**src/bmpm_pkg.sv**
```systemverilog
`timescale 1ns / 1ps

package bmpm_pkg;

  // Row and palette limits.
  localparam int unsigned MAX_WIDTH    = 2048;
  localparam int unsigned PALETTE_SIZE = 256;
  localparam int unsigned PAL_AW       = $clog2(PALETTE_SIZE);
  localparam int unsigned COL_W        = $clog2(MAX_WIDTH + 1);
  localparam int unsigned DRAW_W       = 12;
  localparam int unsigned CFG_W        = 12;

  // Configuration register indexes.
  localparam logic [1:0] CFG_PIXEL_DEPTH = 2'd0;
  localparam logic [1:0] CFG_USE_565     = 2'd1;
  localparam logic [1:0] CFG_COLOR_MODE  = 2'd2;
  localparam logic [1:0] CFG_DRAW_WIDTH  = 2'd3;

  // Supported pixel depths.
  localparam logic [4:0] DEPTH_1  = 5'd1;
  localparam logic [4:0] DEPTH_4  = 5'd4;
  localparam logic [4:0] DEPTH_8  = 5'd8;
  localparam logic [4:0] DEPTH_16 = 5'd16;
  localparam logic [4:0] DEPTH_24 = 5'd24;

  // Input mode codes.
  localparam logic MODE_PALETTE = 1'b0;
  localparam logic MODE_DATA    = 1'b1;

  // Classification thresholds.
  localparam logic [7:0] WHITE_LEVEL = 8'h80;
  localparam logic [9:0] WHITE_SUM   = 10'd384;
  localparam logic [7:0] COLOR_LEVEL = 8'hF0;

  // Live configuration as seen by the datapath.
  typedef struct packed {
    logic [4:0]       depth;
    logic             use_565;
    logic             color_on;
    logic [COL_W-1:0] width;
  } cfg_t;

  // Item held in the input register.
  typedef struct packed {
    logic       mode;
    logic [7:0] data;
    logic       last;
  } s1_t;

  // Pixels decoded from one row byte, index 0 is leftmost.
  typedef struct packed {
    logic [3:0] count;
    logic [7:0] white;
    logic [7:0] colored;
  } pix_t;

  // Returns {whitish, colored} for one RGB triple.
  function automatic logic [1:0] classify(input logic [7:0] r, input logic [7:0] g,
                                          input logic [7:0] b, input logic color_on);
    logic [9:0] sum;
    logic       wht;
    logic       col;
    sum = {2'b00, r} + {2'b00, g} + {2'b00, b};
    if (color_on) begin
      wht = (r > WHITE_LEVEL) && (g > WHITE_LEVEL) && (b > WHITE_LEVEL);
    end else begin
      wht = sum > WHITE_SUM;
    end
    col = (r > COLOR_LEVEL) || ((g > COLOR_LEVEL) && (b > COLOR_LEVEL));
    return {wht, col};
  endfunction

endpackage

```
**src/bmpm_ram.sv**
```systemverilog
`timescale 1ns / 1ps

module bmpm_ram #(
  parameter int unsigned WIDTH = 2,
  parameter int unsigned DEPTH = 256
) (
  input  logic                     clk,
  input  logic                     we,
  input  logic [$clog2(DEPTH)-1:0] waddr,
  input  logic [WIDTH-1:0]         wdata,
  input  logic                     re,
  input  logic [$clog2(DEPTH)-1:0] raddr_a,
  input  logic [$clog2(DEPTH)-1:0] raddr_b,
  output logic [WIDTH-1:0]         rdata_a,
  output logic [WIDTH-1:0]         rdata_b
);

  logic [WIDTH-1:0] mem [DEPTH];

  // One write port.
  always_ff @(posedge clk) begin
    if (we) begin
      mem[waddr] <= wdata;
    end
  end

  // Two registered read ports that hold while re is low.
  always_ff @(posedge clk) begin
    if (re) begin
      rdata_a <= mem[raddr_a];
      rdata_b <= mem[raddr_b];
    end
  end

endmodule

```
**src/bmpm_unpack.sv**
```systemverilog
`timescale 1ns / 1ps

module bmpm_unpack (
  input  logic            clk,
  input  logic            rst_n,
  input  logic            adv,
  input  bmpm_pkg::cfg_t  cfg,
  input  bmpm_pkg::s1_t   s1,
  input  logic [1:0]      ent_a,
  input  logic [1:0]      ent_b,
  output bmpm_pkg::pix_t  pix
);

  import bmpm_pkg::*;

  logic [15:0] held_r, held_nxt;
  logic [1:0]  phase_r, phase_nxt;
  logic [7:0]  lsb;
  logic [7:0]  r16, g16, b16;
  logic [1:0]  cls16, cls24;

  // 16-bit pixel fields, scaled to eight bits.
  always_comb begin
    lsb = held_r[7:0];
    b16 = {lsb[4:0], 3'b000};
    if (cfg.use_565) begin
      g16 = {s1.data[2:0], lsb[7:5], 2'b00};
      r16 = {s1.data[7:3], 3'b000};
    end else begin
      g16 = {s1.data[1:0], lsb[7:5], 3'b000};
      r16 = {s1.data[6:2], 3'b000};
    end
  end

  assign cls16 = classify(r16, g16, b16, cfg.color_on);
  assign cls24 = classify(s1.data, held_r[15:8], held_r[7:0], cfg.color_on);

  // Pixel decode and byte gathering for the multi-byte depths.
  always_comb begin
    pix       = '0;
    held_nxt  = held_r;
    phase_nxt = phase_r;
    if (s1.mode == MODE_DATA) begin
      case (cfg.depth)
        DEPTH_1: begin
          pix.count = 4'd8;
          for (int k = 0; k < 8; k++) begin
            pix.white[k]   = s1.data[7-k] ? ent_b[1] : ent_a[1];
            pix.colored[k] = s1.data[7-k] ? ent_b[0] : ent_a[0];
          end
        end
        DEPTH_4: begin
          pix.count      = 4'd2;
          pix.white[0]   = ent_a[1];
          pix.colored[0] = ent_a[0];
          pix.white[1]   = ent_b[1];
          pix.colored[1] = ent_b[0];
        end
        DEPTH_8: begin
          pix.count      = 4'd1;
          pix.white[0]   = ent_a[1];
          pix.colored[0] = ent_a[0];
        end
        DEPTH_16: begin
          if (phase_r == 2'd0) begin
            held_nxt  = {8'h00, s1.data};
            phase_nxt = 2'd1;
          end else begin
            pix.count      = 4'd1;
            pix.white[0]   = cls16[1];
            pix.colored[0] = cls16[0];
            held_nxt       = '0;
            phase_nxt      = 2'd0;
          end
        end
        DEPTH_24: begin
          if (phase_r == 2'd0) begin
            held_nxt  = {8'h00, s1.data};
            phase_nxt = 2'd1;
          end else if (phase_r == 2'd1) begin
            held_nxt  = {s1.data, held_r[7:0]};
            phase_nxt = 2'd2;
          end else begin
            pix.count      = 4'd1;
            pix.white[0]   = cls24[1];
            pix.colored[0] = cls24[0];
            held_nxt       = '0;
            phase_nxt      = 2'd0;
          end
        end
        default: begin
          // Unsupported depth: each byte is one white pixel.
          pix.count    = 4'd1;
          pix.white[0] = 1'b1;
        end
      endcase
      if (s1.last) begin
        held_nxt  = '0;
        phase_nxt = 2'd0;
      end
    end
  end

  always_ff @(posedge clk) begin
    if (!rst_n) begin
      held_r  <= '0;
      phase_r <= '0;
    end else if (adv) begin
      held_r  <= held_nxt;
      phase_r <= phase_nxt;
    end
  end

endmodule

```
**src/bmpm_pack.sv**
```systemverilog
`timescale 1ns / 1ps

module bmpm_pack (
  input  logic            clk,
  input  logic            rst_n,
  input  logic            adv,
  input  logic            out_stall,
  input  bmpm_pkg::cfg_t  cfg,
  input  bmpm_pkg::s1_t   s1,
  input  bmpm_pkg::pix_t  pix,
  output logic            out_valid,
  output logic [7:0]      out_mono_byte,
  output logic [7:0]      out_colored_byte,
  output logic [7:0]      out_byte_index,
  output logic            out_row_done
);

  import bmpm_pkg::*;

  logic [COL_W-1:0] col_r, col_nxt;
  logic [7:0]       mono_r, mono_nxt;
  logic [7:0]       color_r, color_nxt;
  logic [7:0]       pos_r, pos_nxt;
  logic             out_valid_r;
  logic [7:0]       out_mono_r, out_color_r, out_index_r;
  logic             out_done_r;

  logic [COL_W:0]   colk;
  logic [COL_W:0]   wlast;
  logic [7:0]       bitk;
  logic             emit;
  logic [7:0]       om, oc, oidx;
  logic             olast;

  assign wlast = {1'b0, cfg.width} - (COL_W+1)'(1);

  // Place up to eight pixels; the last completed byte in this item is the result.
  always_comb begin
    mono_nxt  = mono_r;
    color_nxt = color_r;
    pos_nxt   = pos_r;
    col_nxt   = col_r;
    emit      = 1'b0;
    om        = 8'hFF;
    oc        = 8'hFF;
    oidx      = 8'h00;
    olast     = 1'b0;
    colk      = '0;
    bitk      = '0;
    for (int k = 0; k < 8; k++) begin
      colk = {1'b0, col_r} + (COL_W+1)'(k);
      if ((4'(k) < pix.count) && (colk < {1'b0, cfg.width})) begin
        bitk = 8'h80 >> colk[2:0];
        if (!pix.white[k]) begin
          if (pix.colored[k] && cfg.color_on) begin
            color_nxt = color_nxt & ~bitk;
          end else begin
            mono_nxt = mono_nxt & ~bitk;
          end
        end
        col_nxt = COL_W'(colk + (COL_W+1)'(1));
        if ((colk[2:0] == 3'd7) || (colk == wlast)) begin
          emit      = 1'b1;
          om        = mono_nxt;
          oc        = color_nxt;
          oidx      = pos_nxt;
          olast     = (colk == wlast);
          pos_nxt   = pos_nxt + 8'd1;
          mono_nxt  = 8'hFF;
          color_nxt = 8'hFF;
        end
      end
    end
    // Row end clears the row state after this byte is placed.
    if (s1.last) begin
      col_nxt   = '0;
      mono_nxt  = 8'hFF;
      color_nxt = 8'hFF;
      pos_nxt   = 8'h00;
    end
  end

  // Row state and output valid.
  always_ff @(posedge clk) begin
    if (!rst_n) begin
      out_valid_r <= 1'b0;
      col_r       <= '0;
      mono_r      <= 8'hFF;
      color_r     <= 8'hFF;
      pos_r       <= 8'h00;
    end else begin
      if (adv) begin
        out_valid_r <= emit;
        if (s1.mode == MODE_DATA) begin
          col_r   <= col_nxt;
          mono_r  <= mono_nxt;
          color_r <= color_nxt;
          pos_r   <= pos_nxt;
        end
      end else if (!out_stall) begin
        out_valid_r <= 1'b0;
      end
    end
  end

  // Result payload.
  always_ff @(posedge clk) begin
    if (adv && emit) begin
      out_mono_r  <= om;
      out_color_r <= oc;
      out_index_r <= oidx;
      out_done_r  <= olast;
    end
  end

  assign out_valid        = out_valid_r;
  assign out_mono_byte    = out_mono_r;
  assign out_colored_byte = out_color_r;
  assign out_byte_index   = out_index_r;
  assign out_row_done     = out_done_r;

endmodule

```
**src/bmp_row_to_mono_color_bits.sv**
```systemverilog
`timescale 1ns / 1ps
// Channel   | Ports                                              | Transfer
// ----------+----------------------------------------------------+------------------------
// input     | in_mode, in_palette_index, in_pal_*, in_data_byte,  | in_valid && !in_stall
//           | in_row_last                                        |
// result    | out_mono_byte, out_colored_byte, out_byte_index,   | out_valid && !out_stall
//           | out_row_done                                       |
// config    | cfg_index, cfg_wdata                               | cfg_we
//
// One item per cycle is taken unless in_stall is high; each completed byte gives a result.
// The transfer edge registers the item and reads two palette entries from the RAM;
// when the input stage advances, pixels are decoded and packed into the result register.
// Reset (synchronous, active low) clears row state and pipeline valids; the palette
// holds nothing until loaded. A stalled result holds the input stage, which then
// stalls the input channel.

module bmp_row_to_mono_color_bits (
  input  logic                      clk,
  input  logic                      rst_n,
  input  logic                      cfg_we,
  input  logic [1:0]                cfg_index,
  input  logic [bmpm_pkg::CFG_W-1:0] cfg_wdata,
  input  logic                      in_valid,
  output logic                      in_stall,
  input  logic                      in_mode,
  input  logic [7:0]                in_palette_index,
  input  logic [7:0]                in_pal_red,
  input  logic [7:0]                in_pal_green,
  input  logic [7:0]                in_pal_blue,
  input  logic [7:0]                in_data_byte,
  input  logic                      in_row_last,
  output logic                      out_valid,
  input  logic                      out_stall,
  output logic [7:0]                out_mono_byte,
  output logic [7:0]                out_colored_byte,
  output logic [7:0]                out_byte_index,
  output logic                      out_row_done
);

  import bmpm_pkg::*;

  logic [4:0]        depth_r;
  logic              use565_r;
  logic              color_mode_r;
  logic [DRAW_W-1:0] draw_width_r;
  cfg_t              cfg;

  logic              s1_valid_r;
  s1_t               s1_r;
  logic              in_xfer;
  logic              adv;

  logic              pal_we;
  logic              pal_re;
  logic [PAL_AW-1:0] raddr_a, raddr_b;
  logic [1:0]        ent_a, ent_b;
  pix_t              pix;

  // Configuration registers.
  always_ff @(posedge clk) begin
    if (!rst_n) begin
      depth_r      <= DEPTH_24;
      use565_r     <= 1'b0;
      color_mode_r <= 1'b0;
      draw_width_r <= DRAW_W'(200);
    end else if (cfg_we) begin
      case (cfg_index)
        CFG_PIXEL_DEPTH: depth_r      <= cfg_wdata[4:0];
        CFG_USE_565:     use565_r     <= cfg_wdata[0];
        CFG_COLOR_MODE:  color_mode_r <= cfg_wdata[0];
        CFG_DRAW_WIDTH:  draw_width_r <= cfg_wdata[DRAW_W-1:0];
        default: ;
      endcase
    end
  end

  // Depth 1 forces color off; width saturates at MAX_WIDTH.
  always_comb begin
    cfg.depth    = depth_r;
    cfg.use_565  = use565_r;
    cfg.color_on = color_mode_r && (depth_r != DEPTH_1);
    cfg.width    = (draw_width_r > DRAW_W'(MAX_WIDTH)) ? COL_W'(MAX_WIDTH)
                                                       : COL_W'(draw_width_r);
  end

  // Input register handshake.
  assign adv      = s1_valid_r && (!out_valid || !out_stall);
  assign in_stall = s1_valid_r && !adv;
  assign in_xfer  = in_valid && !in_stall;

  always_ff @(posedge clk) begin
    if (!rst_n) begin
      s1_valid_r <= 1'b0;
    end else if (in_xfer) begin
      s1_valid_r <= 1'b1;
    end else if (adv) begin
      s1_valid_r <= 1'b0;
    end
  end

  always_ff @(posedge clk) begin
    if (in_xfer) begin
      s1_r.mode <= in_mode;
      s1_r.data <= in_data_byte;
      s1_r.last <= in_row_last;
    end
  end

  // Palette load and lookup addresses.
  assign pal_we = in_xfer && (in_mode == MODE_PALETTE);
  assign pal_re = in_xfer && (in_mode == MODE_DATA);

  always_comb begin
    case (depth_r)
      DEPTH_1: begin
        raddr_a = PAL_AW'(0);
        raddr_b = PAL_AW'(1);
      end
      DEPTH_4: begin
        raddr_a = PAL_AW'(in_data_byte[7:4]);
        raddr_b = PAL_AW'(in_data_byte[3:0]);
      end
      default: begin
        raddr_a = PAL_AW'(in_data_byte);
        raddr_b = PAL_AW'(in_data_byte);
      end
    endcase
  end

  bmpm_ram #(
    .WIDTH (2),
    .DEPTH (PALETTE_SIZE)
  ) u_pal (
    .clk     (clk),
    .we      (pal_we),
    .waddr   (PAL_AW'(in_palette_index)),
    .wdata   (classify(in_pal_red, in_pal_green, in_pal_blue, cfg.color_on)),
    .re      (pal_re),
    .raddr_a (raddr_a),
    .raddr_b (raddr_b),
    .rdata_a (ent_a),
    .rdata_b (ent_b)
  );

  bmpm_unpack u_unpack (
    .clk   (clk),
    .rst_n (rst_n),
    .adv   (adv),
    .cfg   (cfg),
    .s1    (s1_r),
    .ent_a (ent_a),
    .ent_b (ent_b),
    .pix   (pix)
  );

  bmpm_pack u_pack (
    .clk              (clk),
    .rst_n            (rst_n),
    .adv              (adv),
    .out_stall        (out_stall),
    .cfg              (cfg),
    .s1               (s1_r),
    .pix              (pix),
    .out_valid        (out_valid),
    .out_mono_byte    (out_mono_byte),
    .out_colored_byte (out_colored_byte),
    .out_byte_index   (out_byte_index),
    .out_row_done     (out_row_done)
  );

endmodule

```
**config.mk**
```make
export PLATFORM = sky130hd
export DESIGN_NAME = bmp_row_to_mono_color_bits
export DESIGN_NICKNAME = d
export VERILOG_FILES = /design/src/bmpm_pkg.sv /design/src/bmpm_ram.sv /design/src/bmpm_unpack.sv /design/src/bmpm_pack.sv /design/src/bmp_row_to_mono_color_bits.sv
export SDC_FILE = /design/constraint.sdc
export NUM_CORES = 2
export LEC_CHECK = 0
export BUFFER_PORTS_ARGS = -buffer_cell sky130_fd_sc_hd__buf_2
export CAP_MARGIN = 30
export CORE_MARGIN = 10
export CORE_UTILIZATION = 60
export CTS_CLUSTER_DIAMETER = 120
export DETAILED_ROUTE_END_ITERATION = 7
export GPL_TIMING_DRIVEN = 0
export MAX_ROUTING_LAYER = met4
export PLACE_DENSITY_LB_ADDON = 0.3
export SYNTH_ARGS = -nofsm -noshare
export SYNTH_HDL_FRONTEND = slang
export SYNTH_SLANG_ARGS = --single-unit
```
**constraint.sdc**
```tcl
create_clock -name clk -period 21.8 [get_ports clk]
set_clock_uncertainty 0.05 [all_clocks]
set_input_delay 2.18 -clock clk [delete_from_list [all_inputs] [get_ports clk]]
set_output_delay 2.18 -clock clk [all_outputs]
set_load 0.02 [all_outputs]
```
# --- Word level (Yosys, flattened, before mapping) ---
# Memories as Yosys holds them, arrays and structs flattened. A register that Yosys moved wholly into a read port is not among the register bits.
# Index checks and enable logic that the tools add are counted.
totals:
  mem_count: 1
  ram_bits: 512
  output_inout_bits: 27
  in_bits: 61
  reg_bits: 110
  elab_cells: 442
op_classes:
  n_shift: 8
  addsub: 29
  bitwise: 25
  n_lt_le_gt_ge: 38
  muxes: 231
  eq_ne: 28
  n_reduce_logical: 62
mem_list:
  columns: ["name", "depth", "word_bits", "rd", "rd_ports_with_merged_regs", "wr", "line", "rtl"]
  rows:
  - ["u_pal.mem", 256, 2, 2, 2, 1, "bmpm_ram.sv:18", "logic [WIDTH-1:0] mem [DEPTH];"]
ops:
  columns: ["cell", "count"]
  rows:
  - ["2-to-1 mux 8 bit", 136]
  - ["> comparator 8 bit (second input constant)", 18]
  - ["AND 8 bit", 16]
  - ["2-to-1 mux 12 bit", 10]
  - ["equality test 13 bit", 7]
  - ["less-than comparator 13 x 12 -> 1 bit", 7]
  - ["adder 12 x 1 -> 12 bit (second input constant)", 7]
  - ["2-to-1 mux 1 bit", 66]
  - ["adder 8 x 1 -> 8 bit (second input constant)", 8]
  - ["NOT 8 bit", 8]
  - ["right shift 8 x 3 -> 8 bit (first input constant)", 8]
  - ["adder 12 x 3 -> 13 bit (second input constant)", 4]
  - ["2-to-1 mux 16 bit", 3]
  - ["logical AND 1 bit", 32]
  - ["case mux 16 bit (2 select lines)", 1]
  - ["case mux 8 bit (2 select lines)", 2]
  - ["> comparator 10 x 9 -> 1 bit (second input constant)", 3]
  - ["adder 8 x 8 -> 9 bit", 3]
  - ["adder 12 x 2 -> 13 bit (second input constant)", 2]
  - ["equality test 3 bit (second input constant)", 8]
  - ["adder 10 x 8 -> 10 bit", 2]
  - ["2-to-1 mux 20 bit", 1]
  - ["less-than comparator 3 x 4 -> 1 bit (first input constant)", 4]
  - ["case mux 4 bit (4 select lines)", 1]
  - ["other kinds (34)", 64]

# --- Depth between registers and ports, before layout ---
logic_depth:
  ltp_word: 50
  ltp_mapped: 40

# --- Hierarchy ---
# From an unflattened synthesis, not the netlist that was laid out.
unflattened:
  cells_unflattened: 4350
  hier_area_um2: 45178.3
modules_own_cells:
  columns: ["module", "cells_per_inst", "n_inst", "area_each_um2"]
  rows:
  - ["bmpm_ram", 1655, 1, 25782.2]
  - ["bmpm_pack", 2215, 1, 15158.3]
  - ["bmpm_unpack", 274, 1, 2293.4]
  - ["bmp_row_to_mono_color_bits", 206, 1, 1944.4]

# --- Worst setup path after synthesis ---
# OpenSTA, ideal clock, no wires.
synth_timing:
  kind: "input-to-reg"
  startpoint: "in in_pal_red[4]"
  endpoint: "mem u_pal.mem[0][0], data pin"
  t_required_ns: 19.563
  stages: 2
  t_arrival_ns: 12.186
  setup_time_ns: 2.187
  slack_ns: 7.377
  cell_sequence: "nand4_1 -> o21ai_0"
synth_between:
  elab_chain_cells: 2
synth_lines:
  columns: ["element", "line", "rtl"]
  rows:
  - ["from (decl)", "bmp_row_to_mono_color_bits.sv:27", "input logic [7:0] in_pal_red,"]
  - ["> comparator 8 bit", "bmpm_pkg.sv:69", "col = (r > COLOR_LEVEL) || ((g > COLOR_LEVEL) && (b > COLOR_LEVEL));"]
  - ["logical OR 1 bit", "bmpm_pkg.sv:69", null]
  - ["net u_pal.wdata[0]", "bmpm_ram.sv:10", "input logic [WIDTH-1:0] wdata,"]
  - ["to (decl)", "bmpm_ram.sv:18", null]
# The timed path passes the listed nets, and every way through them passes these cells.

# --- Worst setup path in the final report ---
layout_timing:
  startpoint: "reg u_pack.col_r[2]"
  endpoint: "reg u_pack.pos_r[6]"
layout_between:
  elab_chain_cells: 26
  word_cells_on_any_way: 71
  classes_between: "add/sub: 14; order compare: 8; eq/ne: 16; mux: 17; reduce/logical: 16"
layout_lines:
  columns: ["element", "line", "rtl"]
  rows:
  - ["from (decl)", "bmpm_pack.sv:20", "logic [COL_W-1:0] col_r, col_nxt;"]
  - ["from (signal assigned)", "bmpm_pack.sv:95", "col_r <= col_nxt;"]
  - ["branches (longest 24 deep; another with less-than comparator 12 bit)", null, null]
  - ["2-to-1 mux 8 bit (*)", "bmpm_pack.sv:52", "if ((4'(k) < pix.count) && (colk < {1'b0, cfg.width})) begin"]
  - ["2-to-1 mux 8 bit (*)", "bmpm_pack.sv:75", "if (s1.last) begin"]
  - ["to (signal assigned)", "bmpm_pack.sv:98", "pos_r <= pos_nxt;"]
  - ["to (decl)", "bmpm_pack.sv:23", "logic [7:0] pos_r, pos_nxt;"]
# Every way passes the cells marked *.
# A chain may end at the register's enable or synchronous reset.

==> results.toml <==
[outcome]
status = "finished with violations"
violations = "DRC"

[finish]
multi_input_area_um2 = 20770
fillers = 5041
ff_latch_area_um2 = 18050
nets = 4716
fin_cells = 5398
layout_common_cells = "edfxtp_1, nand2_1, nor2_1, a211oi_1, clkbuf_1"
final_common_cell = "edfxtp_1"
drive_above_1_share_pct = 7.178
finalInstanceArea_um2 = 44990
syn_to_final_growth_pct = 11.57

[floorplan]
coreArea_um2 = 66220
die_y_um = 279.3
initial_utilization_pct = 60.91
num_io_pins = 88
fp.dieArea_um2 = 77990
num_rows = 94
die_w_um = 279.3

[worst_setup_path]
crit_start = "u_pack.col_r[2]"
critPathTopFamily = "buffers and inverters"
cp_data_required_time_ns = 22.28
start_kind = "register"
arrival_ns = 12.22
critPathMaxStageDelay_ns = 0.70
crit_fanout = 12
crit_type = "reg -> reg"
cpMaxStageDelayCell = "dfxtp_1"
crit_path_end_kind = "register"
r2r_start = "u_pack.col_r[2]"
path_buf_inv = 8

[sta]
setup_viol = 0
hold_violations = 0
slew_viol_final = 0
worst_pin_slew_ns = 1.245
fin_crit_sh_pct = 53.86
min_period_ns = 11.74
clock.fmax_mhz = 85.17
rsz0062_at_grt = "false"
slew_headroom_pct = 17.00

[routing]
drtIter0Drc = 6350
vias_per_cell = 7.138
ant_nets = 0
firstDrtPassIters = 8
wl_met2_um = 75540
num_vias = 38530
drc = 9
routed_wl_um = 168500
dr_wl_met3_um = 21340
wire_per_inst_um = 31.22
wl_met1_um = 56360
top_layer = "met4"

[synth]
netlist_area_um2 = 40330
synth.yosys.warnings = 0
avgSynthCellArea_um2 = 9.443
synthMuxAreaShare_pct = 1.793
synthAdderAreaFrac_pct = 5.764
synthTopCellsByArea = "edfxtp_1, ha_1, nand2_1"
synth_top_area_share_pct = 41.03
synth_flop_cell = "edfxtp_1"
synth-simple-area-share_pct = 18.63
synth-edff-count = 551
synth_fp_nets = 4510
yosysSeqAreaShare_pct = 44.75
synth_top_family_by_area = "compound AO/OA/AOI/OAI gates"
ys_types = 104
ys_ff_latch = 626
synthXorXnorAreaFrac_pct = 6.391
synth_top_cell_by_area = "edfxtp_1"
syn_inst = 4271
synth_compound_area_share_pct = 18.81
ys_async_sr_fraction_pct = 0

[clock_network]
clk_path_buf_depth = 3
postCtsSetupBuffers = 0
cts_tree = "yes"
cts.sinks = 626
root_buffer = "clkbuf_16"
ctsHoldBuffers = 0
cts_resized = 0
clk_pin_slew_ns = 0.07
cts_buffers = 69
insertion_delay_ns = 0.67
cts_max_level = 3

[power]
power_density_nw_per_um2 = 66.09
p_leak_uw = 0.01506
ir_drop_mv = 0.1043

[placed_design]
gp_congestion = 1.059
hpwlAfterDp_um = 120800
dpl.cell_count = 5256
io_buffers = 86
dpl_cell_area_um2 = 42440

[worst_hold_path]
holdCritStartpoint = "u_pack.color_r[0]"
hold_path.class = "reg -> reg"

[global_routing]
grt_overflow = 0
grtUsageTotal_pct = 42.82
grt_max_degree = 46
antenna_found_initial = 4
grt_pass1_wl_um = 239800
first_global_vias = 36550

[run]
cap_violations = 0
## cell type report
cell class / instances / share of cell area, %
Sequential cell: 626 / 40.11
Antenna cell: 6 / 0.03337
Multi-Input combinational cell: 3235 / 46.15
Tap cell: 864 / 2.403
Timing Repair Buffer: 135 / 2.608
Buffer: 278 / 2.361
Clock buffer: 82 / 4.038
Clock inverter: 40 / 1.193
Inverter: 132 / 1.101
## per-layer routing
metal | GRT usage (%) | vias up
met5 | - | -
met4 | 32.54 | 0
met3 | 10.63 | 999
met2 | 65.58 | 3485
met1 | 48.09 | 17950
li1 | - | 16100
## worst register-to-register path, delay by kind of cell (launching register included)
kind                     cells  cell delay [ns]
buffers and inverters        8             3.91
AO/OA/AOI/OAI                9             2.33
adder cells (fa/ha/maj)      6             1.95
AND/OR/NAND/NOR              8             1.53
flip-flops                   1             0.70
XOR/XNOR                     2             0.58
multiplexers                 2             0.57
## state kept, by name (all words and copies together) (netlist names)
register / flops
color_mode_r: 1
depth_r: 5
draw_width_r: 12
s1_r: 10
s1_valid_r: 1
u_pack.col_r: 12
u_pack.color_r: 8
u_pack.mono_r: 8
u_pack.out_byte_index: 8
u_pack.out_colored_byte: 8
u_pack.out_mono_byte: 8
u_pack.out_row_done: 1
u_pack.out_valid: 1
u_pack.pos_r: 8
u_pal.mem: 512
u_pal.rdata_a: 2
u_pal.rdata_b: 2
u_unpack.held_r: 16
u_unpack.phase_r: 2
use565_r: 1
## report_power, final
part           total [µW]  switching [µW]  internal, µW
clock                1230             534           692
combinational         387             277           111
sequential           1360            6.03          1350
## path summary, 6_finish.rpt
path	depth (start not counted)	slack, ns	endpoint
worst max-delay path	35	10.06	u_pack.pos_r[6]
worst min-delay path	1	0.42	u_pack.color_r[0]
worst max register to register	35	10.06	u_pack.pos_r[6]
worst min register to register	1	0.42	u_pack.color_r[0]
## through the flow
stage	total power (µW)	worst slack (ns)	setup TNS [ns]	util, %	hold slack (ns)
6_report	2974	10.06	0	67.95	0.4167
5_1_grt	3012	9.786	0	67.94	0.4166
4_1_cts	2929	10.56	0	67.65	0.4048
3_5_place_dp	1744	10.62	0	64.10	0.3813
3_3_place_gp	1765	-2.345	-595.87	63.19	0.3862
2_1_floorplan	1607	7.377	0	-	0.3651
## synthesized netlist by cell type, types with 9 or more instances
cell	number
a21oi_1	218
or3_1	15
ha_1	165
o21a_1	40
a21boi_0	31
o31ai_1	10
edfxtp_1	551
a31oi_1	108
clkbuf_1	240
a221oi_1	9
a211oi_1	262
o21ai_0	162
xor2_1	72
o22ai_1	14
inv_1	130
nand2b_1	18
nor2_1	431
and4_1	9
mux2i_1	61
o211ai_1	39
nand3_1	88
a21o_1	28
nor3_1	89
and2_0	10
and2_1	132
nand2_1	534
a311oi_1	41
fa_1	13
a22oi_1	35
nor4_1	32
a211o_1	10
and3_1	34
nand4_1	42
o21ai_1	9
nor2b_1	97
dfxtp_1	75
o21bai_1	10
xnor2_1	194
buf_1	28
## cell families (layout without fill, tap and decap cells)
| logic type | Yosys count | count (layout) |
|---|---|---|
| flops | 626 | 626 |
| buf+inv | 410 | 667 |
| simple gates | 1589 | 1589 |
| fa+ha+maj | 178 | 178 |
| compound gates | 1119 | 1119 |
| mux | 69 | 69 |
| xor+xnor | 280 | 280 |
| other cells | 0 | 6 |
(Power assumes the default switching activity.)
